==> config.mk <==
export PLATFORM = sky130hd
export DESIGN_NAME = tfpc_ctrl
export DESIGN_NICKNAME = d
export VERILOG_FILES = /design/src/rtl/tfpc_pkg.sv /design/src/rtl/tfpc_ctrl.sv
export SDC_FILE = /design/constraint.sdc
export NUM_CORES = 1
export LEC_CHECK = 0
export BUFFER_PORTS_ARGS = -buffer_cell sky130_fd_sc_hd__buf_2
export CAP_MARGIN = 5
export CORE_AREA = 8 8 45 47
export DETAILED_ROUTE_END_ITERATION = 10
export DIE_AREA = 0 0 53 55
export PLACE_DENSITY_LB_ADDON = 0.1
export SYNTH_ARGS = -nofsm -noshare
export SYNTH_HDL_FRONTEND = slang
export SYNTH_SLANG_ARGS = --single-unit
==> constraint.sdc <==
create_clock -name clk -period 2.15 [get_ports clk]
set_input_delay 0.5375 -clock clk [delete_from_list [all_inputs] [get_ports clk]]
set_output_delay 0.5375 -clock clk [all_outputs]
set_load 0.005 [all_outputs]
==> src/rtl/tfpc_pkg.sv <==
`default_nettype none
// ----------------------------------------------------------------------------
// tfpc_pkg
// Shared types, widths and codes for the triangle face and plane cull core.
// ----------------------------------------------------------------------------
package tfpc_pkg;

  localparam int COORD_W = 32;
  localparam int DIFF_W = COORD_W + 1;
  localparam int PROD_W = 2 * DIFF_W;
  localparam int CROSS_W = PROD_W + 1;
  localparam int NLO_W = 34;
  localparam int NHI_W = CROSS_W - NLO_W;
  localparam int PLO_W = DIFF_W + NLO_W + 1;
  localparam int PHI_W = DIFF_W + NHI_W;
  localparam int LOSUM_W = PLO_W + 2;
  localparam int HISUM_W = PHI_W + 2;
  localparam int DOT_W = HISUM_W + NLO_W + 2;
  localparam int NUM_STAGES = 6;
  localparam int FRAC_BITS_DEFAULT = 16;

  localparam int CFG_IDX_W = 3;
  localparam int CFG_DATA_W = 32;
  localparam int MODE_W = 2;

  localparam logic [CFG_IDX_W-1:0] REG_EYE_X = 3'd0;
  localparam logic [CFG_IDX_W-1:0] REG_EYE_Y = 3'd1;
  localparam logic [CFG_IDX_W-1:0] REG_EYE_Z = 3'd2;
  localparam logic [CFG_IDX_W-1:0] REG_CULL_MODE = 3'd3;
  localparam logic [CFG_IDX_W-1:0] REG_PLANE_A = 3'd4;
  localparam logic [CFG_IDX_W-1:0] REG_PLANE_B = 3'd5;
  localparam logic [CFG_IDX_W-1:0] REG_PLANE_C = 3'd6;
  localparam logic [CFG_IDX_W-1:0] REG_PLANE_D = 3'd7;

  localparam logic [MODE_W-1:0] MODE_NONE = 2'd0;
  localparam logic [MODE_W-1:0] MODE_BACK = 2'd1;
  localparam logic [MODE_W-1:0] MODE_FRONT = 2'd2;

  typedef struct packed {
    logic signed [COORD_W-1:0] first_x;
    logic signed [COORD_W-1:0] first_y;
    logic signed [COORD_W-1:0] first_z;
    logic signed [COORD_W-1:0] second_x;
    logic signed [COORD_W-1:0] second_y;
    logic signed [COORD_W-1:0] second_z;
    logic signed [COORD_W-1:0] third_x;
    logic signed [COORD_W-1:0] third_y;
    logic signed [COORD_W-1:0] third_z;
  } tri_t;

  typedef struct packed {
    logic       face_culled;
    logic [2:0] outside_mask;
    logic       plane_culled;
    logic       fully_outside;
  } res_t;

  typedef struct packed {
    logic [NUM_STAGES-1:0] en;
  } pipe_ctrl_t;

endpackage
`default_nettype wire

==> src/rtl/tfpc_ctrl.sv <==
`default_nettype none
// ----------------------------------------------------------------------------
// tfpc_ctrl
// Stage valid bits and per-stage load enables for the cull pipeline.
// ----------------------------------------------------------------------------
module tfpc_ctrl (
  input  wire logic                 clk,
  input  wire logic                 rst,
  input  wire logic                 in_valid,
  output logic                      in_ready,
  output logic                      out_valid,
  input  wire logic                 out_ready,
  output tfpc_pkg::pipe_ctrl_t      ctrl
);
  import tfpc_pkg::*;

  logic [NUM_STAGES-1:0] valid;
  logic [NUM_STAGES-1:0] valid_next;
  logic [NUM_STAGES:0]   adv;

  always_comb begin
    adv[NUM_STAGES] = out_ready;
    for (int k = NUM_STAGES - 1; k >= 0; k--) begin
      adv[k] = !valid[k] || adv[k+1];
    end
  end

  always_comb begin
    valid_next = valid;
    for (int k = 0; k < NUM_STAGES; k++) begin
      if (adv[k]) begin
        valid_next[k] = (k == 0) ? in_valid : valid[(k == 0) ? 0 : k - 1];
      end
    end
  end

  always_ff @(posedge clk) begin
    if (rst) begin
      valid <= '0;
    end else begin
      valid <= valid_next;
    end
  end

  assign ctrl.en   = adv[NUM_STAGES-1:0];
  assign in_ready  = adv[0];
  assign out_valid = valid[NUM_STAGES-1];

endmodule
`default_nettype wire

==> summary.txt <==
Outcome
  – Status: complete, no violations

Route
  – Routed via count: between 200 and 250
  – Antenna Nets Post-Route: 0
  – DR pass1 iterations: 2
  – Initial DRC count: 5
  – Drt total wl: around 570 um
  – Residual DRC count: 0
  – WL per Instance: slightly above 10 um
  – Detailed-route vias per instance: about 3.9

STA
  – Setup violators final: 0
  – Achievable clock frequency: approximately 0.54 GHz
  – Final worst path period share: a little under nine tenths
  – Worst slew pin tran: ~0.24 ns
  – Fin Setup TNS: 0 ns
  – Slew margin rel.: between 80% and 90%
  – Slew Limit Fails: 0
  – Final hold viol count: 0
  – RSZ-0062 raised after global routing: no
  – Post-layout min period: around 1.9 ns
  – Clock skew: roughly 0.0023 ns

Critical path
  – Arrival time at the worst endpoint: around 1.3 ns
  – Reg2Reg Depth: 3
  – Setup CP Type: in -> out
  – Critical path launch point type: input port
  – R2r setup slk: 1.11 ns
  – R2R Path End: valid[0]$_SDFFE_PP0P_
  – Worst Setup End Kind: output pin
  – Worst-path maximum fanout: 6
  – Worst reg2reg startpoint: valid[5]$_SDFFE_PP0P_
  – Worst EP required: roughly 1.6 ns

Placement
  – Area after DPL: approximately 290 sq um
  – I/O Buffers: 11
  – Placed wire-length estimate: 463 um
  – GPL Wtd Cong: 0.615

Finish
  – Biggest register: valid
  – Filler instances: ~170
  – Most common cell after layout, fill and taps aside: buf_2
  – Largest regs: valid: 6 flops
  – Layout cells sized above 1: about 41%
  – Commonest cells after routing, fill and taps aside: buf_2 (11), dfxtp_1 (6), inv_1 (5), a21oi_1 (5)
  – Max reg flops: 6
  – Finished layout cell area: ~320 sq um
  – N_diodes: 0
  – Area delta synth->final: 35.3%
  – Final net count: 45

Floorplanning
  – Die footprint: around 3000 sq um
  – Die W: ~53 um
  – Floorplan row count: 14
  – Initial core utilization: roughly 17%
  – Die Height: ~55 um
  – Core area: approximately 1400 sq um
  – I/O Pins: 12

Synth
  – Syn_area_per_cell: ~8.7 sq um
  – Register area share after synthesis: 51.3%
  – Synthesized area: approximately 230 sq um
  – #FFs+latches synth: 6
  – Synthesized Nets: 31
  – Mapped Cells: 27
  – Ys Warns: 0
  – Unique cell type count in the Yosys netlist: 11

Global route
  – Initial antenna violation count: 0
  – GRT Resource Usage Total: under 10%
  – Largest net degree at the start of global routing: 7
  – Gr ovfl total: 0
  – First-pass GRT wire length: between 800 and 900 um
  – Vias in the first global route: 215

Flow run
  – Max_cap viols: 0

Min path
  – Worst Hold Depth: 2
  – Hold Path Sink: valid[4]$_SDFFE_PP0P_
  – HP Class: reg -> reg
  – HP Start: valid[3]$_SDFFE_PP0P_

Clock network
  – Cts bufs inserted: 3
  – Post-CTS resize count: 0
  – H-tree Lvls: 1
  – Clk_lat worst skew: about 0.24 ns
  – CTS Root Cell: clkbuf_4
  – Hold Buf Count CTS: 0
  – Clock slew at reported path FFs: ~0.04 ns
  – Setup bufs post-CTS: 0
  – CTS tree: yes
  – Clock sink count: 6
  – CTS max path bufs: 2

Power and ir drop
  – Pwr/cell area: 714 nW/um^2
  – Int Power: around 180 uW
  – Leak Pwr: 0.000133 uW
  – Clk pwr share: 44.8%
  – Switching Share: between 15 and 20%
  – Sequential share of power: 51.7%
  – Sw power: 44.4 uW
  – Peak VDD IR: 0.438 mV
  – Comb pwr share: 3.5%
==> worst max-delay path: stages <==
cell and delay (ns):
buf_2 0.10, and4b_1 0.38, nand4_2 0.15, buf_2 0.15
==> worst max path at each step <==
stage | cells after the start | from | slack, ns | end
global route | 4 | out_ready | 0.24 | ctrl[0]
global placement | 4 | out_ready | 0.28 | in_ready
detailed placement | 4 | out_ready | 0.27 | ctrl[0]
finish | 4 | out_ready | 0.29 | ctrl[0]
CTS | 4 | out_ready | 0.27 | ctrl[0]
floorplan | 4 | out_ready | 0.45 | ctrl[0]
==> through the flow <==
step                      utilization (%)  setup slack [ns]  instances  power, uW  hold WS (ns)
after floorplan                         -             0.448         27        122         0.415
after global placement               21.2             0.280         52        127         0.444
after detailed placement             21.2             0.273         52        127         0.452
after CTS                            22.9             0.268         55        231         0.459
after global routing                 22.9             0.237         55        244         0.479
final                                22.9             0.294         55        226         0.452
==> cell families after synthesis <==
logic type / synth area share [%]
buf+inv: 14.4
simple gates: 23.5
compound gates: 10.7
flops: 51.3
==> power groups by stage <==
stage	Sequential (uW)	Clock, uW	Combinational [uW]
3_5_place_dp	119	0	7.95
4_1_cts	117	106	8.02
3_3_place_gp	119	0	7.78
2_1_floorplan	118	0	3.15
6_report	117	101	7.93
5_1_grt	117	118	8.88
==> layout make-up <==
| cell class | instances | area (sq um) | share of cell area (%) |
|---|---|---|---|
| tap | 16 | 20.0 | 6.32 |
| clock buffer | 3 | 22.5 | 7.11 |
| sequential | 6 | 120 | 37.9 |
| timing repair buffer | 11 | 55.1 | 17.4 |
| multi-input combinational | 14 | 80.1 | 25.3 |
| inverter | 5 | 18.8 | 5.93 |
==> Yosys cell counts, drive strengths merged <==
library cell,instances,share of area (%)
nand2,1,1.6
inv,5,8.0
and4b,1,4.3
nand2b,1,2.7
buf,2,6.4
nand3,1,2.1
nor2,3,4.8
nand4,1,5.3
dfxtp,6,51
or2,1,2.7
a21oi,5,11
==> per-layer routing <==
metal	track usage (%)	wire length, um	vias to the layer above
met5	0	0	-
met4	2.59	0	0
met3	6.15	118	0
met2	6.45	240	12
met1	3.51	210	93
li1	-	-	108
Power figures use the tool's default switching activity.
